**src/hw/rtl/pgalloc_pkg.sv**
```systemverilog
// Shared types and constants of the first-fit page run allocator.
// Used by pgalloc_mem, pgalloc_unit, pgalloc_seq and the top level; depends on nothing.
package pgalloc_pkg;

   // field widths of one input item and one result item
   localparam int ACTION_W   = 3;
   localparam int PID_W      = 3;
   localparam int SIZE_W     = 22;
   localparam int VADDR_W    = 21;
   localparam int PADDR_W    = 36;
   localparam int ATTR_W     = 12;
   localparam int REQ_DATA_W = 96;
   localparam int RSP_DATA_W = 24;

   // page geometry
   localparam int PAGE_SHIFT = 12;
   localparam int PAGE_NUM_W = VADDR_W - PAGE_SHIFT;
   localparam int NPG_W      = SIZE_W + 1 - PAGE_SHIFT;

   // default sizing
   localparam int DEF_NUM_PROCS         = 8;
   localparam int DEF_ENTRIES_PER_TABLE = 512;

   localparam logic [PADDR_W-1:0] PHYS_BASE_RESET = 36'h0_0020_0000;

   // action codes
   localparam logic [ACTION_W-1:0] ACT_ALLOC = 3'd0;
   localparam logic [ACTION_W-1:0] ACT_FREE  = 3'd1;
   localparam logic [ACTION_W-1:0] ACT_MAP   = 3'd2;
   localparam logic [ACTION_W-1:0] ACT_UNMAP = 3'd3;
   localparam logic [ACTION_W-1:0] ACT_CLEAR = 3'd4;

   // sequencer states
   typedef enum logic [2:0] {
      ST_WIPE,
      ST_IDLE,
      ST_SETUP,
      ST_REDUCE,
      ST_SCAN,
      ST_WRITE,
      ST_DONE
   } state_type;

   // what value the entry unit produces for a write
   typedef enum logic [1:0] {
      EK_ZERO,
      EK_ALLOC,
      EK_MAP
   } entry_kind_type;

   // table memory command from the sequencer
   typedef struct packed {
      logic we;
      logic re;
   } mem_ctl_type;

endpackage

```
**src/hw/rtl/pgalloc_unit.sv**
```systemverilog
// Entry value unit: forms the 36-bit entry for an alloc or map write and
// tells whether it is nonzero. Depends on pgalloc_pkg.
module pgalloc_unit #(
   parameter int ENTRIES_PER_TABLE = pgalloc_pkg::DEF_ENTRIES_PER_TABLE,
   parameter int IDX_W = $clog2(ENTRIES_PER_TABLE)
) (
   input  pgalloc_pkg::entry_kind_type                 kind,
   input  logic [IDX_W-1:0]                            idx,
   input  logic [pgalloc_pkg::PADDR_W-1:0]             phys_base,
   input  logic [pgalloc_pkg::PADDR_W-1:0]             paddr,
   input  logic [pgalloc_pkg::ATTR_W-1:0]              attr,
   output logic                                        busy
);
   import pgalloc_pkg::*;

   logic [PADDR_W-1:0] alloc_val;
   logic [PADDR_W-1:0] map_val;

   // base plus page offset, wrapping at 36 bits, then attributes
   assign alloc_val = (phys_base + PADDR_W'({idx, {PAGE_SHIFT{1'b0}}})) | PADDR_W'(attr);
   assign map_val   = {paddr[PADDR_W-1:PAGE_SHIFT], attr};

   // pick the value kind and test for zero
   always_comb begin
      unique case (kind)
         EK_ALLOC: busy = |alloc_val;
         EK_MAP:   busy = |map_val;
         EK_ZERO:  busy = 1'b0;
         default:  busy = 1'b0;
      endcase
   end

endmodule

```
**config.mk**
```make
export PLATFORM = sky130hd
export DESIGN_NAME = pgalloc_unit
export DESIGN_NICKNAME = d
export VERILOG_FILES = /design/src/hw/rtl/pgalloc_pkg.sv /design/src/hw/rtl/pgalloc_unit.sv
export SDC_FILE = /design/constraint.sdc
export NUM_CORES = 1
export LEC_CHECK = 0
export ABC_AREA = 1
export BUFFER_PORTS_ARGS = -buffer_cell sky130_fd_sc_hd__buf_2
export CORE_MARGIN = 3
export CORE_UTILIZATION = 40
export DETAILED_ROUTE_END_ITERATION = 10
export PLACE_DENSITY = 0.78
export SKIP_LAST_GASP = 1
export SLEW_MARGIN = 20
export SYNTH_ARGS = -nofsm -noshare
export SYNTH_HDL_FRONTEND = slang
export SYNTH_SLANG_ARGS = --single-unit
```
**constraint.sdc**
```tcl
create_clock -name vclk -period 4.58
set_input_delay 0.687 -clock vclk [all_inputs]
set_output_delay 0.687 -clock vclk [all_outputs]
set_load 0.03 [all_outputs]
```
==> results of run 1 <==
-- through the flow --
step / instance area [sq um] / total power, mW / hold slack (ps)
5_1_grt: 1852 / 0.1797 / 1808
6_report: 1852 / 0.1575 / 1790
3_5_place_dp: 1852 / 0.1565 / 1790
2_1_floorplan: 1388 / 0.09953 / 1559
4_1_cts: 1852 / 0.1572 / 1791
3_3_place_gp: 1852 / 0.1539 / 1782
-- metal layers --
metal  up-vias  share of wire (%)  global-route usage, %  wire (um)
met5         -                  0                      0          0
met4         0                  0                 0.5277          0
met3         0                7.8                  1.213        310
met2        68                 47                  34.23       1861
met1       805                 46                  23.32       1823
li1       1071                  -                      -          -
-- cells in the final DEF (no fill, tap or decap), types with 2 or more instances in the layout --
cell type and count:
nand3b_1 3, nand3_2 2, nand4_1 7, nor2_1 48, nand2_2 5, a21oi_2 2, xnor2_1 2, nand2_1 105
inv_1 36, a21oi_1 2, nor2_2 2, inv_2 13, nor4_1 6, buf_2 84, ha_1 11, nand3_1 33
-- path summary, 6_finish.rpt --
check    start    to  slack [ps]
min    kind[1]  busy        1790
max     idx[0]  busy        1170
-- power groups by stage --
stage	Sequential [mW]	Combinational, mW	Clock, mW
after floorplan	0	0.0995	0
after global placement	0	0.154	0
after detailed placement	0	0.157	0
after CTS	0	0.157	0
after global routing	0	0.180	0
final	0	0.157	0
-- critical path, delay by kind of cell --
family,cells,cell delay (ps)
AO/OA/AOI/OAI,1,50
XOR/XNOR,1,180
AND/OR/NAND/NOR,10,820
buffers and inverters,2,280
adder cells (fa/ha/maj),2,690
-- cells by family (layout without fill, tap and decap cells) --
family	after synthesis	in the layout	synth area share [%]
and+or+nand+nor	215	215	67.54
buffers and inverters	52	135	14.70
adders and majority gates	12	12	11.36
AOI/OAI and AO/OA	7	7	3.968
xor gates and xnor gates	3	3	2.435
-- final cells by class --
cell class / instances / share of cell area, %
Inverter: 51 / 10.41
Multi-Input combinational cell: 237 / 63.92
Tap cell: 44 / 2.973
Timing Repair Buffer: 84 / 22.70
==> flow_metrics.py, run 1 <==
metrics = {
    "status": {
        "outcome": "completed",
    },
    "final_layout": {
        "syn_to_final_growth_pct": 33.45,
        "fin_util_pct": 58.27,
        "num_antenna_cells": 0,
        "drive_gt1_share_pct": 30.38,
        "fillers": 357,
        "final_cells": 416,
        "nClkBuffers": 0,
        "seq_cell_count": 0,
        "multi_input_area_sq_mm": 0.001184,
        "finalNetCount": 481,
        "regArea_sq_um": 0,
    },
    "power_and_ir_drop": {
        "seqPwrFrac_pct": 0,
        "p_int_mw": 0.06795,
        "net-switching-power_mw": 0.08954,
        "ir_worst_vdd_mv": 0.04820,
        "total_leakage_power_nw": 1.124,
        "clkPwrFrac_pct": 0,
        "switching_share_pct": 56.85,
        "p_per_area_mw_per_mm2": 85.05,
        "combPwrFrac_pct": 100.0,
    },
    "min_path": {
        "hp-class": "input pin to output pin",
        "hold_depth": 4,
    },
    "place": {
        "dpl.hpwl_mm": 3.560,
        "placedCellCount": 416,
        "dp_worst_setup_slack_ps": 1177,
        "port-buffer-count": 84,
        "place_congestion": 0.8851,
    },
    "route": {
        "first_pass_iters": 4,
        "ant_nets": 0,
        "wl_mm": 3.996,
        "drc_errors": 0,
        "routed_via_density": 4.673,
        "vias": 1944,
        "wire_per_inst_um": 9.606,
        "drt_iter0_markers": 44,
    },
    "floorplanning": {
        "start_util_pct": 43.66,
        "io_pins": 96,
        "die_width_um": 64.90,
        "core_sq_mm": 0.003178,
        "die_h_um": 64.90,
        "rows": 20,
        "die-area_sq_mm": 0.004211,
    },
    "logic_synthesis": {
        "synthTopCellsByCount": "nand2_1, nor2_1, inv_1",
        "syn_avg_cell_area_sq_um": 4.801,
        "synthCells": 289,
        "yosysTopAreaCellShare_pct": 28.40,
        "yosys_warnings": 0,
        "yosysTopAreaCell": "nand2_1",
        "ys_seq_area_share_pct": 0,
        "synth.most_common_cell": "nand2_1",
        "syn_nets": 396,
        "synthTopCellsByArea": "nand2_1, nor2_1, nand3_1",
        "synth_area_sq_mm": 0.001388,
        "ys_types": 27,
    },
    "flow_run": {
        "maxCapViolCount": 0,
    },
    "timing": {
        "fin_crit_ps": 3408,
        "hold_violations": 0,
        "setup_viol": 0,
        "max_freq_ghz": 0.2935,
        "rsz0062_at_grt": "false",
        "drv_slew": 0,
        "fin_tns_setup_ps": 0,
        "relSlewSlack_pct": 82.25,
        "fin_crit_sh_pct": 74.40,
        "tightest_slew_ps": 264.0,
        "fin_ws_ps": 1172,
    },
    "grt": {
        "grt_pass1_vias": 1605,
        "grt_max_degree": 8,
        "grt_antenna_before_repair": 0,
        "grt_pass1_wl_mm": 6.465,
        "grt_util_all_layers_pct": 18.08,
        "gr-total-overflow": 0,
    },
    "critical_path": {
        "worstSetupPathType": "input pin to output pin",
        "critPathMaxStageDelay_ps": 460,
        "cp_max_fo": 4,
        "critPathLaunchType": "input pin",
        "cp_common_cell": "nand2_1",
        "critical_path.cell_chain": "buf_2 > ha_1 > fa_1 > xnor2_1 > nand2_1 > nor2_1 > nand2_1 > nor2_1 > nand2_1 > nor2_1 > nand3_1 > nor2_2 > nand3_1 > nand2_1 > a21oi_2 > buf_2",
        "crit_required_ps": 3890,
        "slowest_stage": "fa_1",
        "cp-end-kind": "output pin",
        "cp.arrival_ps": 2720,
    },
    "clock_network": {
        "post_cts_resized": 0,
        "post_cts_buffers": 0,
        "holdBufCountCts": 0,
    },
}
No activity file was read; power rests on OpenSTA's default activity.
==> inputs of run 2 (changes only) <==
ABC_AREA = 0   (was 1)
CORE_UTILIZATION = 38   (was 40)
PLACE_DENSITY = 0.86   (was 0.78)
clock period = 3.3 ns   (was 4.58 ns; I/O delays follow)
==> run 2 against run 1 <==
Effect of this change:
- the run now ends with negative setup slack left
- wire length decreased by 21%
- highest routed layer is now met4
- utilization up 5.6 points
- largest power group unchanged
- synthesized cell count decreased by 52%
- die area down 27%
- critical path depth fell by 4
==> flow_metrics.py, run 2 <==
metrics = {
    "grt": {
        "grt_util_all_layers_pct": 18.79,
        "grt_pass1_wl_mm": 5.002,
        "gr-total-overflow": 0,
        "grt_pass1_vias": 1239,
        "grt_antenna_before_repair": 0,
        "grt_max_degree": 9,
    },
    "logic_synthesis": {
        "synth_compound_area_share_pct": 29.95,
        "synthTopCellsByArea": "ha_1, nor4_1, nand3_1",
        "ys_seq_area_share_pct": 0,
        "yosys.area_share.simple_pct": 39.30,
        "synth_area_sq_um": 935.9,
        "yosysTopAreaCellShare_pct": 14.71,
        "synthAdderAreaFrac_pct": 16.84,
        "synth_top_family_by_area": "simple AND/OR/NAND/NOR gates",
        "synth.most_common_cell": "nor4_1",
        "synthCells": 139,
        "ys_types": 39,
        "yosysTopAreaCell": "ha_1",
        "synthTopCellsByCount": "nor4_1, nor2_1, ha_1",
        "synth_mux_area_share_pct": 2.139,
        "synth-xor-area-share_pct": 7.487,
        "syn_avg_cell_area_sq_um": 6.733,
        "yosys_warnings": 0,
        "syn_nets": 246,
    },
    "critical_path": {
        "cp_common_cell": "buf_2",
        "worstSetupPathType": "input pin to output pin",
        "cp.depth": 12,
        "critPathLaunchType": "input pin",
        "crit_required_ps": 2800,
        "slowest_stage": "or4b_1",
        "crit_buf_inv": 2,
        "cp_max_fo": 2,
        "cp_top_family": "simple AND/OR/NAND/NOR gates",
        "critical_path.cell_chain": "buf_2 > ha_1 > fa_1 > a21o_1 > or4b_1 > a21oi_1 > a311oi_1 > nor4b_2 > nand4_1 > nor4_2 > a311oi_2 > buf_2",
        "cp.arrival_ps": 2990,
        "critPathMaxStageDelay_ps": 470,
        "cp-end-kind": "output pin",
    },
    "route": {
        "wl_mm": 3.170,
        "vias": 1448,
        "ant_nets": 0,
        "first_pass_iters": 4,
        "routed_via_density": 5.656,
        "wire_per_inst_um": 12.38,
        "drt_iter0_markers": 34,
        "drc_errors": 0,
    },
    "clock_network": {
        "holdBufCountCts": 0,
    },
    "flow_run": {
        "maxCapViolCount": 0,
    },
    "timing": {
        "fin_tns_setup_ps": -185.2,
        "fin_crit_sh_pct": 105.6,
        "max_freq_ghz": 0.2869,
        "drv_slew": 0,
        "rsz0062_at_grt": "true",
        "tightest_slew_ps": 407.2,
        "whs_ps": 1412,
        "fin_crit_ps": 3485,
        "fin_ws_ps": -185.2,
        "setup_viol": 1,
        "relSlewSlack_pct": 72.85,
        "hold_violations": 0,
    },
    "place": {
        "placedCellCount": 256,
        "dp_worst_setup_slack_ps": -293.7,
        "place_congestion": 0.8379,
        "port-buffer-count": 84,
        "dpl.hpwl_mm": 2.783,
    },
    "final_layout": {
        "regArea_sq_um": 0,
        "final_cell_mix": "buf_2, nor2_1, nor4_1, ha_1, nand2_1",
        "finalNetCount": 337,
        "seq_cell_count": 0,
        "drive_gt1_share_pct": 43.42,
        "nClkBuffers": 0,
        "syn_to_final_growth_pct": 55.21,
        "final_common_cell": "buf_2",
        "num_antenna_cells": 0,
        "final_cells": 256,
    },
    "floorplanning": {
        "die-area_sq_mm": 0.003094,
        "die_h_um": 55.63,
        "io_pins": 96,
        "rows": 17,
        "start_util_pct": 41.12,
        "core_sq_mm": 0.002276,
        "die_width_um": 55.63,
    },
    "power_and_ir_drop": {
        "total_leakage_power_nw": 0.7192,
        "ir_worst_vdd_mv": 0.08813,
        "p_per_area_mw_per_mm2": 130.8,
        "p_total_mw": 0.1901,
    },
    "status": {
        "outcome": "complete, but fails checks",
        "failed_checks": "negative setup slack",
    },
    "min_path": {
        "hp-class": "input pin to output pin",
        "hold_depth": 4,
    },
}
==> run 2: changes by cell type after synthesis, sizes merged, moves of 5 or more <==
cell	before	now
nand2	110	10
nor4	6	14
nand3	35	9
and3	0	5
inv	49	8
nor2	50	12
o21ai	0	9
==> run 2: cell families (layout without fill, tap and decap cells) <==
kind of cell               count (synthesis)  in the layout
xor gates and xnor gates                   8              8
buffers and inverters                     10             99
muxes                                      2              2
and+or+nand+nor                           66             66
adders and majority gates                 12             12
AOI/OAI and AO/OA                         41             41
==> run 2: layout make-up <==
cell class | count | area (sq um)
inverters | 8 | 30.03
repair buffers | 91 | 473.0
well taps | 28 | 35.03
multi-input cells | 129 | 914.6
fillers | 217 | 823.3
==> run 2: path summary, 6_finish.rpt <==
| path | slack, ps | end | start |
|---|---|---|---|
| setup / recovery | -190 | busy | idx[0] |
| hold / removal | 1410 | busy | kind[1] |
==> run 2: report_power, final <==
part	total (mW)	internal [mW]	switching, mW	leakage [nW]
logic	0.190	0.0943	0.0958	0.719
clock network	0	0	0	0
registers	0	0	0	0
total	0.190	0.0943	0.0958	0.719
==> run 2: routing by layer <==
layer	routed length [um]	GRT usage, %	share of wire [%]
met4	66	4.514	2.1
met3	330	3.944	10
met2	1571	35.98	50
met1	1202	20.72	38
met5	0	0	0
==> run 2: tightest hold or removal path, cell delays in order <==
cell and delay, ps:
buf_2 90, ha_1 130, a311oi_2 40, buf_2 170
==> run 2: per-stage QoR <==
step | utilization [%] | instance area [sq um]
after floorplan | - | 942.2
after global placement | 63.28 | 1440
after detailed placement | 63.28 | 1440
after CTS | 63.55 | 1446
after global routing | 63.83 | 1453
final | 63.83 | 1453
==> run 2: timing repair <==
| action | in CTS | in global routing |
|---|---|---|
| gates resized for setup | 1 | 1 |
| setup endpoints to repair | 1 | 1 |
| endpoints found under the hold margin | 0 | 0 |
| pin swaps | 0 | 0 |
| setup buffers | 0 | 0 |
| cloned | 0 | 0 |
==> inputs of run 3 (changes only) <==
clock period = 3.4 ns   (was 3.3 ns; I/O delays follow)
==> run 3 against run 2 <==
Effect of this change:
- the flow still finishes with violations (negative setup slack)
- wire length rose by 1.8%
- utilization rose by 0.11 points
- flip-flop and latch count did not move
- cell area rose by 0.17%
- via count fell by 2.1%
- worst hold slack improved by 22 ps
- setup slack improved by 140 ps
- clock-buffer cell count did not move
==> flow_metrics.py, run 3 (synthesis results as in run 2) <==
metrics = {
    "timing": {
        "fin_crit_sh_pct": 101.4,
        "hold_violations": 0,
        "tightest_slew_ps": 395.5,
        "drv_slew": 0,
        "fin_ws_ps": -46.34,
        "fin_crit_ps": 3446,
        "max_freq_ghz": 0.2902,
        "rsz0062_at_grt": "true",
        "whs_ps": 1434,
        "relSlewSlack_pct": 73.63,
        "setup_viol": 1,
        "fin_tns_setup_ps": -46.34,
    },
    "critical_path": {
        "cp.arrival_ps": 2940,
        "cp_max_fo": 2,
        "critPathMaxStageDelay_ps": 460,
        "worstSetupPathType": "input pin to output pin",
        "crit_buf_inv": 2,
        "critPathLaunchType": "input pin",
        "cp_top_family": "simple AND/OR/NAND/NOR gates",
        "critical_path.cell_chain": "buf_2 > ha_2 > fa_2 > a21o_1 > or4b_1 > a21oi_1 > a311oi_1 > nor4b_2 > nand4_1 > nor4_2 > a311oi_2 > buf_4",
        "slowest_stage": "or4b_1",
        "cp.depth": 12,
        "crit_required_ps": 2890,
        "cp-end-kind": "output pin",
    },
    "flow_run": {
        "maxCapViolCount": 0,
    },
    "route": {
        "maxUsedRoutingLayer": "met4",
        "drc_errors": 0,
        "wire_per_inst_um": 12.66,
        "ant_nets": 0,
        "first_pass_iters": 4,
        "wl_met2_mm": 1.643,
        "met3_length_um": 263,
        "routed_via_density": 5.561,
        "met1_length_mm": 1.298,
        "drt_iter0_markers": 64,
        "wl_mm": 3.228,
        "vias": 1418,
    },
    "final_layout": {
        "syn_to_final_growth_pct": 55.48,
        "finalNetCount": 336,
        "fin_util_pct": 63.94,
        "final_cell_mix": "buf_2, nor2_1, nor4_1",
        "regArea_sq_um": 0,
        "seq_cell_count": 0,
        "nClkBuffers": 0,
        "drive_gt1_share_pct": 43.61,
        "final_cell_area_sq_mm": 0.001455,
        "final_common_cell": "buf_2",
        "num_antenna_cells": 0,
    },
    "power_and_ir_drop": {
        "total_leakage_power_nw": 0.7134,
        "seqPwrFrac_pct": 0,
        "ir_worst_vdd_mv": 0.08524,
        "combPwrFrac_pct": 100.0,
        "p_per_area_mw_per_mm2": 128.3,
        "p_int_mw": 0.09308,
        "switching_share_pct": 50.15,
        "clkPwrFrac_pct": 0,
        "p_total_mw": 0.1867,
        "net-switching-power_mw": 0.09363,
    },
    "grt": {
        "grt_pass1_vias": 1248,
        "grt_util_all_layers_pct": 19.32,
        "grt_max_degree": 9,
        "gr-total-overflow": 0,
        "grt_antenna_before_repair": 0,
        "grt_pass1_wl_mm": 5.112,
    },
    "floorplanning": {
        "core_sq_mm": 0.002276,
        "start_util_pct": 41.12,
        "die-area_sq_mm": 0.003094,
        "rows": 17,
        "die_width_um": 55.63,
        "die_h_um": 55.63,
        "io_pins": 96,
    },
    "clock_network": {
        "post_cts_buffers": 0,
    },
    "status": {
        "outcome": "complete, but fails checks",
        "failed_checks": "negative setup slack",
    },
    "place": {
        "port-buffer-count": 84,
        "place_area_sq_mm": 0.001433,
        "dpl.hpwl_mm": 2.803,
        "place_congestion": 0.8397,
    },
    "min_path": {
        "hold_depth": 4,
        "hp-class": "input pin to output pin",
    },
}
==> run 3: path summary, 6_finish.rpt <==
path	start	to	slack, ps
max	idx[0]	busy	-50
min	kind[1]	busy	1430
==> run 3: metal layers <==
layer,global-route usage [%],up-vias
met4,3.125,0
li1,-,731
met1,21.56,629
met3,3.480,2
met2,37.84,56
met5,0,-
==> run 3: what timing repair did <==
item / in CTS / in global routing
pin swaps: 5 / 5
resized for setup: 4 / 1
endpoints found under the setup margin: 1 / 1
hold buffers: 0 / 0
==> run 3: final cells by class <==
| type | count | area (sq um) |
|---|---|---|
| fill | 224 | 820.8 |
| timing repair buffer | 90 | 467.9 |
| inverter | 8 | 30.03 |
| tap | 28 | 35.03 |
| multi-input combinational | 129 | 922.1 |
==> run 3: power groups by stage <==
stage,combinational (mW),sequential (mW),clock (mW)
2_1_floorplan,0.0981,0,0
3_3_place_gp,0.175,0,0
3_5_place_dp,0.180,0,0
4_1_cts,0.183,0,0
5_1_grt,0.209,0,0
6_report,0.187,0,0
==> run 3: metrics by stage <==
step,std cells,worst slack [ps]
global route,255,-205.7
detailed placement,255,-152.4
CTS,255,-130.7
floorplan,139,109.9
finish,255,-46.34
global placement,255,-119.4
