<file path="config.mk">
export PLATFORM = sky130hd
export DESIGN_NAME = pgalloc_seq
export DESIGN_NICKNAME = d
export VERILOG_FILES = /design/src/hw/rtl/pgalloc_pkg.sv /design/src/hw/rtl/pgalloc_seq.sv
export SDC_FILE = /design/constraint.sdc
export NUM_CORES = 1
export LEC_CHECK = 0
export ABC_CLOCK_PERIOD_IN_PS = 3350
export BUFFER_PORTS_ARGS = -buffer_cell sky130_fd_sc_hd__buf_2
export CORE_ASPECT_RATIO = 1.75
export CORE_MARGIN = 2
export CORE_UTILIZATION = 48
export CTS_BUF_LIST = sky130_fd_sc_hd__clkbuf_4 sky130_fd_sc_hd__clkbuf_8 sky130_fd_sc_hd__clkbuf_16
export DETAILED_ROUTE_END_ITERATION = 10
export PLACE_DENSITY_LB_ADDON = 0.08
export SYNTH_ARGS = -nofsm -noshare
export SYNTH_HDL_FRONTEND = slang
export SYNTH_SLANG_ARGS = --single-unit
</file>
<file path="constraint.sdc">
create_clock -name clock -period 3.35 [get_ports clock]
set_input_delay 0.67 -clock clock [delete_from_list [all_inputs] [get_ports clock]]
set_output_delay 0.67 -clock clock [all_outputs]
set_load 0.01 [all_outputs]
</file>
<file path="src/hw/rtl/pgalloc_pkg.sv">
// Shared types and constants of the first-fit page run allocator.
// Used by pgalloc_mem, pgalloc_unit, pgalloc_seq and the top level; depends on nothing.
package pgalloc_pkg;

   // field widths of one input item and one result item
   localparam int ACTION_W   = 3;
   localparam int PID_W      = 3;
   localparam int SIZE_W     = 22;
   localparam int VADDR_W    = 21;
   localparam int PADDR_W    = 36;
   localparam int ATTR_W     = 12;
   localparam int REQ_DATA_W = 96;
   localparam int RSP_DATA_W = 24;

   // page geometry
   localparam int PAGE_SHIFT = 12;
   localparam int PAGE_NUM_W = VADDR_W - PAGE_SHIFT;
   localparam int NPG_W      = SIZE_W + 1 - PAGE_SHIFT;

   // default sizing
   localparam int DEF_NUM_PROCS         = 8;
   localparam int DEF_ENTRIES_PER_TABLE = 512;

   localparam logic [PADDR_W-1:0] PHYS_BASE_RESET = 36'h0_0020_0000;

   // action codes
   localparam logic [ACTION_W-1:0] ACT_ALLOC = 3'd0;
   localparam logic [ACTION_W-1:0] ACT_FREE  = 3'd1;
   localparam logic [ACTION_W-1:0] ACT_MAP   = 3'd2;
   localparam logic [ACTION_W-1:0] ACT_UNMAP = 3'd3;
   localparam logic [ACTION_W-1:0] ACT_CLEAR = 3'd4;

   // sequencer states
   typedef enum logic [2:0] {
      ST_WIPE,
      ST_IDLE,
      ST_SETUP,
      ST_REDUCE,
      ST_SCAN,
      ST_WRITE,
      ST_DONE
   } state_type;

   // what value the entry unit produces for a write
   typedef enum logic [1:0] {
      EK_ZERO,
      EK_ALLOC,
      EK_MAP
   } entry_kind_type;

   // table memory command from the sequencer
   typedef struct packed {
      logic we;
      logic re;
   } mem_ctl_type;

endpackage

</file>
<file path="src/hw/rtl/pgalloc_seq.sv">
// Sequencer of the page run allocator: item capture, wipe pass, first-fit scan,
// run writes and the result register. Depends on pgalloc_pkg.
module pgalloc_seq #(
   parameter int NUM_PROCS = pgalloc_pkg::DEF_NUM_PROCS,
   parameter int ENTRIES_PER_TABLE = pgalloc_pkg::DEF_ENTRIES_PER_TABLE,
   parameter int ADDR_W = $clog2(NUM_PROCS * ENTRIES_PER_TABLE),
   parameter int IDX_W = $clog2(ENTRIES_PER_TABLE)
) (
   input  logic                                 clock,
   input  logic                                 reset,
   // item in
   input  logic                                 req_valid,
   output logic                                 req_ready,
   input  logic [pgalloc_pkg::ACTION_W-1:0]     req_action,
   input  logic [pgalloc_pkg::PID_W-1:0]        req_pid,
   input  logic [pgalloc_pkg::SIZE_W-1:0]       req_size,
   input  logic [pgalloc_pkg::VADDR_W-1:0]      req_vaddr,
   input  logic [pgalloc_pkg::PADDR_W-1:0]      req_paddr,
   input  logic [pgalloc_pkg::ATTR_W-1:0]       req_attr,
   // table memory
   output pgalloc_pkg::mem_ctl_type             mem_ctl,
   output logic [ADDR_W-1:0]                    mem_addr,
   output logic                                 mem_wbit,
   input  logic                                 mem_rdata,
   // entry unit
   output pgalloc_pkg::entry_kind_type          unit_kind,
   output logic [IDX_W-1:0]                     unit_idx,
   output logic [pgalloc_pkg::PADDR_W-1:0]      unit_paddr,
   output logic [pgalloc_pkg::ATTR_W-1:0]       unit_attr,
   input  logic                                 unit_busy,
   // result out
   output logic                                 rsp_valid,
   input  logic                                 rsp_ready,
   output logic [pgalloc_pkg::VADDR_W-1:0]      rsp_vaddr,
   output logic                                 rsp_status
);
   import pgalloc_pkg::*;

   localparam int MEM_DEPTH = NUM_PROCS * ENTRIES_PER_TABLE;
   localparam int CNT_W = $clog2(ENTRIES_PER_TABLE + 1);
   localparam int WRK_W = (CNT_W > PAGE_NUM_W) ? CNT_W : PAGE_NUM_W;
   localparam int REM_W = (CNT_W > NPG_W) ? CNT_W : NPG_W;
   localparam int CMP_W = REM_W + 1;
   localparam logic [WRK_W-1:0]  ENT_WRK   = WRK_W'(ENTRIES_PER_TABLE);
   localparam logic [CNT_W-1:0]  ENT_CNT   = CNT_W'(ENTRIES_PER_TABLE);
   localparam logic [REM_W-1:0]  ENT_REM   = REM_W'(ENTRIES_PER_TABLE);
   localparam logic [IDX_W-1:0]  LAST_IDX  = IDX_W'(ENTRIES_PER_TABLE - 1);
   localparam logic [ADDR_W-1:0] ENT_ADDR  = ADDR_W'(ENTRIES_PER_TABLE);
   localparam logic [ADDR_W-1:0] LAST_ADDR = ADDR_W'(MEM_DEPTH - 1);

   // captured item
   logic [ACTION_W-1:0] act_ff;
   logic                pid_ok_ff;
   logic [ADDR_W-1:0]   base_ff;
   logic [NPG_W-1:0]    npg_ff;
   logic [PADDR_W-1:0]  paddr_ff;
   logic [ATTR_W-1:0]   attr_ff;

   // control
   state_type           state_ff, state_in;
   entry_kind_type      kind_ff, kind_in;
   logic [ADDR_W-1:0]   wipe_ff, wipe_in;
   logic [WRK_W-1:0]    pg_ff, pg_in;
   logic [CNT_W-1:0]    k_ff, k_in;
   logic [REM_W-1:0]    rem_ff, rem_in;
   logic [CNT_W-1:0]    run_ff, run_in;
   logic                rd_vld_ff, rd_vld_in;
   logic [IDX_W-1:0]    rd_idx_ff, rd_idx_in;
   logic [VADDR_W-1:0]  res_vaddr_ff, res_vaddr_in;
   logic                res_status_ff, res_status_in;
   logic                rsp_valid_ff, rsp_valid_in;
   logic [VADDR_W-1:0]  rsp_vaddr_ff, rsp_vaddr_in;
   logic                rsp_status_ff, rsp_status_in;

   logic [SIZE_W:0]     size_sum;
   logic [CMP_W-1:0]    run_inc;
   logic [CMP_W-1:0]    start_cmp;
   logic [IDX_W-1:0]    start_idx;
   logic                found;

   // capture the item on accept
   assign size_sum = {1'b0, req_size} + (SIZE_W + 1)'((1 << PAGE_SHIFT) - 1);

   always_ff @(posedge clock) begin
      if (req_valid && req_ready) begin
         act_ff    <= req_action;
         pid_ok_ff <= ({{(32 - PID_W){1'b0}}, req_pid} < 32'(NUM_PROCS));
         base_ff   <= ADDR_W'(req_pid) * ENT_ADDR;
         npg_ff    <= size_sum[SIZE_W:PAGE_SHIFT];
         pg_ff     <= WRK_W'(req_vaddr[VADDR_W-1:PAGE_SHIFT]);
         paddr_ff  <= req_paddr;
         attr_ff   <= req_attr;
      end else begin
         pg_ff     <= pg_in;
      end
   end

   // control registers
   always_ff @(posedge clock) begin
      if (reset) begin
         state_ff     <= ST_WIPE;
         kind_ff      <= EK_ZERO;
         wipe_ff      <= '0;
         rd_vld_ff    <= 1'b0;
         rsp_valid_ff <= 1'b0;
      end else begin
         state_ff     <= state_in;
         kind_ff      <= kind_in;
         wipe_ff      <= wipe_in;
         rd_vld_ff    <= rd_vld_in;
         rsp_valid_ff <= rsp_valid_in;
      end
   end

   // working registers
   always_ff @(posedge clock) begin
      k_ff          <= k_in;
      rem_ff        <= rem_in;
      run_ff        <= run_in;
      rd_idx_ff     <= rd_idx_in;
      res_vaddr_ff  <= res_vaddr_in;
      res_status_ff <= res_status_in;
      rsp_vaddr_ff  <= rsp_vaddr_in;
      rsp_status_ff <= rsp_status_in;
   end

   // start index of a run that ends at the entry just read
   assign run_inc   = CMP_W'(run_ff) + CMP_W'(1);
   assign start_cmp = CMP_W'(rd_idx_ff) + CMP_W'(1) - CMP_W'(npg_ff);
   assign start_idx = start_cmp[IDX_W-1:0];

   // next state and outputs
   always_comb begin
      state_in      = state_ff;
      kind_in       = kind_ff;
      wipe_in       = wipe_ff;
      pg_in         = pg_ff;
      k_in          = k_ff;
      rem_in        = rem_ff;
      run_in        = run_ff;
      rd_vld_in     = 1'b0;
      rd_idx_in     = rd_idx_ff;
      res_vaddr_in  = res_vaddr_ff;
      res_status_in = res_status_ff;
      rsp_valid_in  = rsp_valid_ff & ~rsp_ready;
      rsp_vaddr_in  = rsp_vaddr_ff;
      rsp_status_in = rsp_status_ff;
      mem_ctl       = '0;
      req_ready     = 1'b0;
      found         = 1'b0;

      unique case (state_ff)
         // zero every entry once after reset
         ST_WIPE: begin
            mem_ctl.we = 1'b1;
            kind_in    = EK_ZERO;
            wipe_in    = wipe_ff + ADDR_W'(1);
            if (wipe_ff == LAST_ADDR) begin
               state_in = ST_IDLE;
            end
         end
         ST_IDLE: begin
            req_ready     = 1'b1;
            res_vaddr_in  = '0;
            res_status_in = 1'b0;
            if (req_valid) begin
               state_in = ST_SETUP;
            end
         end
         // dispatch on the action
         ST_SETUP: begin
            k_in   = '0;
            run_in = '0;
            if (!pid_ok_ff) begin
               res_status_in = (act_ff == ACT_ALLOC);
               state_in      = ST_DONE;
            end else begin
               case (act_ff)
                  ACT_ALLOC: begin
                     kind_in  = EK_ALLOC;
                     state_in = (npg_ff == '0) ? ST_DONE : ST_SCAN;
                  end
                  ACT_FREE: begin
                     kind_in  = EK_ZERO;
                     rem_in   = REM_W'(npg_ff);
                     state_in = (npg_ff == '0) ? ST_DONE : ST_REDUCE;
                  end
                  ACT_MAP: begin
                     kind_in  = EK_MAP;
                     rem_in   = REM_W'(1);
                     state_in = ST_REDUCE;
                  end
                  ACT_UNMAP: begin
                     kind_in  = EK_ZERO;
                     rem_in   = REM_W'(1);
                     state_in = ST_REDUCE;
                  end
                  ACT_CLEAR: begin
                     kind_in  = EK_ZERO;
                     rem_in   = ENT_REM;
                     state_in = ST_WRITE;
                  end
                  default: begin
                     state_in = ST_DONE;
                  end
               endcase
            end
         end
         // fold the page number into the table, one subtract a cycle
         ST_REDUCE: begin
            if (pg_ff >= ENT_WRK) begin
               pg_in = pg_ff - ENT_WRK;
            end else begin
               k_in     = CNT_W'(pg_ff);
               state_in = ST_WRITE;
            end
         end
         // issue one read a cycle, count the free run on returned data
         ST_SCAN: begin
            if (k_ff < ENT_CNT) begin
               mem_ctl.re = 1'b1;
               k_in       = k_ff + CNT_W'(1);
               rd_vld_in  = 1'b1;
               rd_idx_in  = k_ff[IDX_W-1:0];
            end
            if (rd_vld_ff) begin
               if (mem_rdata) begin
                  run_in = '0;
               end else begin
                  run_in = run_inc[CNT_W-1:0];
                  if (run_inc == CMP_W'(npg_ff)) begin
                     found        = 1'b1;
                     k_in         = CNT_W'(start_idx);
                     rem_in       = REM_W'(npg_ff);
                     rd_vld_in    = 1'b0;
                     res_vaddr_in = VADDR_W'({start_idx, {PAGE_SHIFT{1'b0}}});
                     state_in     = ST_WRITE;
                  end
               end
               if (!found && rd_idx_ff == LAST_IDX) begin
                  rd_vld_in     = 1'b0;
                  res_status_in = 1'b1;
                  state_in      = ST_DONE;
               end
            end
         end
         // write one entry a cycle until the run or the table ends
         ST_WRITE: begin
            mem_ctl.we = 1'b1;
            if (rem_ff == REM_W'(1) || k_ff[IDX_W-1:0] == LAST_IDX) begin
               state_in = ST_DONE;
            end else begin
               k_in   = k_ff + CNT_W'(1);
               rem_in = rem_ff - REM_W'(1);
            end
         end
         // hand the item to the result register once it is free
         ST_DONE: begin
            if (!rsp_valid_ff || rsp_ready) begin
               rsp_valid_in  = 1'b1;
               rsp_vaddr_in  = res_vaddr_ff;
               rsp_status_in = res_status_ff;
               state_in      = ST_IDLE;
            end
         end
         default: begin
            state_in = ST_IDLE;
         end
      endcase
   end

   // memory address and write data
   assign mem_addr = (state_ff == ST_WIPE) ? wipe_ff
                                           : base_ff + ADDR_W'(k_ff[IDX_W-1:0]);
   assign mem_wbit = unit_busy;

   assign unit_kind  = kind_ff;
   assign unit_idx   = k_ff[IDX_W-1:0];
   assign unit_paddr = paddr_ff;
   assign unit_attr  = attr_ff;

   assign rsp_valid  = rsp_valid_ff;
   assign rsp_vaddr  = rsp_vaddr_ff;
   assign rsp_status = rsp_status_ff;

endmodule

</file>
==> impl_metrics.ini, run 1 <==
[logic_synthesis]
ys_types = 61
async_reset_ff_share_pct = 0
yosysTopAreaCellShare_pct = 52.5
synth_edf_count = 134
synth_seq_cells = 154
synth-seq-area-share_pct = 57.7
synth_area_leaders = edfxtp_1, dfxtp_1, xnor2_1
syn_inst = 667
syn_avg_cell_area_um2 = 11.5
synth_ff_type = edfxtp_1
synth_area_mm2 = 0.00767
yosysTopAreaCell = edfxtp_1
yosys_warnings = 0

[worst_setup_path]
reg2reg_from = run_ff[0]
max_stage_delay_ns = 0.57
path_class = register to register
cp_slowest_cell = or3_1
worst_setup_path_end_kind = register
cp-startpoint = run_ff[0]
critPathLaunchType = register
crit_chain = ha_1 > nand3_4 > o22a_1 > or4_4 > nand4b_4 > or3_1 > a211oi_1 > o21ai_0
crit_fanout = 10
crit_family = simple AND/OR/NAND/NOR gates
arrival_ns = 3.29
critPathRequiredTime_ns = 3.51
cp_num_buf_inv = 0

[sta]
final_hold_viol_count = 0
finalCriticalPeriod_ns = 3.13
fin_setup_tns_ns = 0
fmax_mhz = 319
post-route-period-util_pct = 93.5
fin_ws_ns = 0.217
report.final.setup_viol = 0
rsz0062_at_grt = false
fin_skew_ns = 0.0141
worst_hold_slack_ns = 0.418
finalMaxSlewViolations = 0
maxSlewHeadroom_pct = 58.9
worst_pin_slew_ns = 0.612

[routing]
drt_drc_violations_left = 0
vias_per_cell = 5.49
drt_iter0_drc = 277
wl_per_cell_um = 17.7
drt-pass1-iter-count = 6
totalWireLength_um = 18600
ant_nets = 0
vias = 5783

[min_path]
holdCritPathClass = input port to register
hp-start = req_paddr[14]

[power]
leakage_nw = 3.80
power_mw = 6.08
powerDensity_mw_per_mm2 = 651
ir_worst_vdd_uv = 456

[placement]
portBuffers = 174
gp_congestion = 0.914
post-place-ws_ns = 0.241
dp_hpwl_um = 14400
place_inst = 1021

[die]
rows = 61
die_h_um = 171
dieArea_mm2 = 0.0170
pin_count = 201
die_w_um = 99.6
core-area_mm2 = 0.0158
start_util_pct = 48.6

[outcome]
outcome = completed

[cells_and_area]
instances_no_fill = 1053
drive_gt1_share_pct = 28.7
fin_nets = 978
antenna_cells = 0
area_growth_pct = 21.7

[grt]
antenna_found_initial = 0
grt_pass1_vias = 5827
grt_pass1_wl_um = 29000
grt_util_all_layers_pct = 22.2
grt_overflow = 0
grt_max_degree = 43

[cts]
cts_made_buffers = 17
cts.sinks = 154
cts_buffer_depth = 2
cts_resized = 0
post_cts_buffers = 0
root_buffer = clkbuf_16
clk_pin_slew_ns = 0.07
hold_buffers = 0
cts_tree = yes
htree_levels = 4
insertion_delay_ns = 0.42

[run]
drv_cap = 0
flip-flops by register name (all words and copies together), names as in the netlist, 2 cells and up:
name and count:
npg_ff 11, unit_paddr 36, base_ff 3, unit_attr 12
rem_ff 11, state_ff 3, run_ff 10, pg_ff 10
rsp_vaddr 9, res_vaddr_ff 9, wipe_ff 12, unit_kind 2
act_ff 3, rd_idx_ff 9, k_ff 10
cells by family (layout without fill, tap and decap cells):
group / count (synthesis) / after routing / synth area share (%)
AO/OA/AOI/OAI: 104 / 104 / 8.95
AND/OR/NAND/NOR: 235 / 235 / 15.0
flip-flops: 154 / 154 / 57.7
other: 1 / 12 / 0.0489
buffers and inverters: 68 / 254 / 4.53
adder cells (fa/ha/maj): 24 / 24 / 4.01
XOR/XNOR: 66 / 66 / 7.71
multiplexers: 15 / 15 / 2.09
layer usage:
layer / GRT usage, % / wire length, um
met1: 23.3 / 6820
met5: 0 / 0
met3: 6.38 / 1180
met2: 40.2 / 10000
met4: 10.4 / 605
placed cells by master (no fill, tap or decap), drive strengths merged, types with 5 or more instances in the layout:
cell / n
a21oi: 27
mux2i: 7
nor2: 74
mux2: 8
a211oi: 6
clkbuf: 18
and2: 5
o22ai: 6
a22oi: 5
o31ai: 10
or3: 8
nand4: 10
o21ai: 20
xor2: 30
nor3: 15
nor4: 9
buf: 195
clkinv: 5
conb: 12
inv: 34
and3: 12
nand3: 17
nand2: 63
ha: 23
xnor2: 35
nand2b: 7
nor2b: 7
dfxtp: 20
edfxtp: 134
power by group:
group | total (mW) | internal, mW | switching [mW]
clock network | 1.90 | 1.06 | 0.832
logic | 1.50 | 0.619 | 0.885
registers | 2.68 | 2.43 | 0.244
per-stage QoR:
stage	utilization (%)	instance area, um2
after CTS	59.1	9340
after floorplan	-	7720
after global placement	55.4	8750
after global routing	59.1	9340
after detailed placement	55.4	8750
final	59.1	9340
worst register-to-register path, cell delays in order, from the launching register on:
cell and delay [ns]:
edfxtp_1 0.45, ha_1 0.33, nand3_4 0.16, o22a_1 0.25
or4_4 0.50, nand4b_4 0.21, or3_1 0.57, a211oi_1 0.30
o21ai_0 0.11
synth_stat cells (2+ instances only):
master / n
a211oi_1: 6
o32ai_1: 2
nand2b_1: 6
o21bai_1: 2
a2111oi_0: 2
nand3_1: 16
a21oi_1: 27
nor4_1: 9
xnor2_1: 35
nand2_1: 63
inv_1: 26
ha_1: 23
mux2i_1: 7
and2_1: 5
and3_1: 12
a2111o_1: 2
xor2_1: 30
buf_2: 2
o31ai_1: 10
dfxtp_1: 20
o22ai_1: 6
or4_4: 2
or3_1: 8
a41oi_1: 2
a221oi_1: 3
nand4_1: 9
buf_4: 24
a31oi_1: 3
edfxtp_1: 134
mux2_2: 8
a21o_1: 4
a22oi_1: 5
nor2_1: 74
nor3_1: 15
o21ai_0: 19
nor2b_1: 7
clkbuf_1: 15
final cells by class:
| cell class | instances | area [um2] |
|---|---|---|
| well taps | 189 | 236 |
| clock inverters | 14 | 154 |
| repair buffers | 195 | 1030 |
| multi-input cells | 456 | 2960 |
| flip-flops and latches | 154 | 4420 |
| clock buffers | 18 | 433 |
| fillers | 1346 | 6460 |
| inverters | 27 | 101 |
final timing paths:
| path | to | slack, ns | cells past startpoint |
|---|---|---|---|
| max | k_ff[5] | 0.22 | 8 |
| min | unit_paddr[14] | 0.42 | 1 |
| max reg2reg | k_ff[5] | 0.22 | 8 |
| min reg2reg | rsp_vaddr[14] | 0.42 | 0 |
Note: power is estimated with default switching activity, not from simulation.
==> run 2: changes to the inputs <==
ABC_CLOCK_PERIOD_IN_PS = 3750   (was 3350)
CORE_UTILIZATION = 55   (was 48)
clock period = 3.75 ns   (was 3.35 ns; I/O delays follow)
==> run 2 against run 1 <==
  * Critical path depth is the same
  * Worst hold slack lost 0.0012 ns
  * Count of clock-buffer cells in the layout rose by 1
  * Maximum frequency fell by 2.2%
  * Clock power down 4%
  * Core utilization is 8.7 points higher
  * Largest cell class unchanged
==> impl_metrics.ini, run 2 (synthesis results as in run 1) <==
[outcome]
outcome = completed

[cts]
post_cts_buffers = 0
cts_tree = yes
cts.sinks = 154
cts_resized = 0
cts_made_buffers = 17
root_buffer = clkbuf_16
cts_buffer_depth = 2
insertion_delay_ns = 0.42
clk_pin_slew_ns = 0.06
htree_levels = 4
hold_buffers = 0

[power]
powerDensity_mw_per_mm2 = 595
leakage_nw = 3.79
netSwitchingFraction_pct = 31.2
p_clk_share_pct = 32.7
p_comb_share_pct = 24.0
seq_power_share_pct = 43.2
ir_worst_vdd_uv = 396
p_int_mw = 3.82
p_switching_mw = 1.73
power_mw = 5.55

[worst_setup_path]
path_class = register to register
worst_setup_path_end_kind = register
crit_fanout = 10
crit_chain = ha_1 > nand3_4 > o22a_1 > or4_4 > nand4b_4 > or3_1 > a211oi_1 > o21ai_0
cp_slowest_cell = or3_1
crit_family = simple AND/OR/NAND/NOR gates
r2r_slack_ns = 0.55
critPathLaunchType = register
arrival_ns = 3.35
max_stage_delay_ns = 0.56
cp_num_buf_inv = 0
critPathRequiredTime_ns = 3.90

[placement]
dpl_cell_area_mm2 = 0.00870
portBuffers = 174
gp_congestion = 0.888
dp_hpwl_um = 14200

[sta]
post-route-period-util_pct = 85.4
fin_skew_ns = 0.0140
finalMaxSlewViolations = 0
fmax_mhz = 312
worst_hold_slack_ns = 0.417
maxSlewHeadroom_pct = 47.2
final_hold_viol_count = 0
report.final.setup_viol = 0
finalCriticalPeriod_ns = 3.20
fin_setup_tns_ns = 0
worst_pin_slew_ns = 0.786
rsz0062_at_grt = false

[cells_and_area]
antenna_cells = 0
seqCellArea_mm2 = 0.00442
drive_gt1_share_pct = 28.2
postLayoutCellArea_mm2 = 0.00933
final_cell_mix = buf_2, edfxtp_1, nor2_1, nand2_1, xnor2_1
nFillCells = 1062
post-route-util_pct = 67.8
final_common_cell = buf_2
area_growth_pct = 21.6
largest_reg_flops = 36
fin_nets = 973
multi_input_area_mm2 = 0.00295

[grt]
grt_pass1_vias = 6219
grt_util_all_layers_pct = 26.2
grt_max_degree = 40
grt_overflow = 0
antenna_found_initial = 0
grt_pass1_wl_um = 30300

[routing]
totalWireLength_um = 18800
drt_drc_violations_left = 0
ant_nets = 0
drt_iter0_drc = 311
wl_per_cell_um = 18.1
drt-pass1-iter-count = 5
vias_per_cell = 5.69
vias = 5890

[die]
start_util_pct = 55.7
die_w_um = 93.3
pin_count = 201
rows = 57
dieArea_mm2 = 0.0149
die_h_um = 160
core-area_mm2 = 0.0138

[run]
drv_cap = 0

[min_path]
holdCritPathClass = register to register
-- run 2: changes by cell type in the layout (fill, tap and decap cells not counted), sizes merged --
cell and delta:
inv -2, bufinv +2, clkbuf +1, clkinv -1
buf -5
-- run 2: final timing paths --
kind / startpoint / to / cells after the start
max: run_ff[0] / k_ff[5] / 8
min: res_vaddr_ff[17] / rsp_vaddr[17] / 0
max reg2reg: run_ff[0] / k_ff[5] / 8
min reg2reg: res_vaddr_ff[17] / rsp_vaddr[17] / 0
-- run 2: per-layer routing --
layer  part of all wire [%]  vias up  routed length (um)  GRT usage, %
li1                       -     2757                   -             -
met1                     35     2804                6480          28.0
met2                     53      288               10000          46.5
met3                    7.6       41                1430          7.08
met4                    4.5        0                 848          13.1
met5                      0        -                   0             0
-- run 2: per-stage QoR --
step,std cells,setup WS [ns]
final,1036,0.546
after global routing,1036,0.369
after CTS,1036,0.581
after detailed placement,1004,0.599
after global placement,1004,0.668
after floorplan,678,0.126
-- run 2: layout make-up --
class / count / area share, %
Clock buffer: 19 / 4.79
Tap cell: 177 / 2.37
Inverter: 27 / 1.09
Sequential cell: 154 / 47.4
Clock inverter: 13 / 1.94
Multi-Input combinational cell: 456 / 31.6
Timing Repair Buffer: 190 / 10.8
-- run 2: worst reg2reg max path, delay by kind of cell (launching register included) --
kind                     cells  cell delay (ns)
AO/OA/AOI/OAI                3             0.72
flip-flops                   1             0.44
adder cells (fa/ha/maj)      1             0.35
AND/OR/NAND/NOR              4             1.43
-- run 2: power by group through the flow --
stage / clock (mW) / combinational [mW] / sequential (mW)
after floorplan: 0 / 0.891 / 2.37
after global placement: 0 / 1.30 / 2.42
after detailed placement: 0 / 1.32 / 2.43
after CTS: 1.85 / 1.34 / 2.39
after global routing: 1.91 / 1.47 / 2.43
final: 1.82 / 1.33 / 2.40
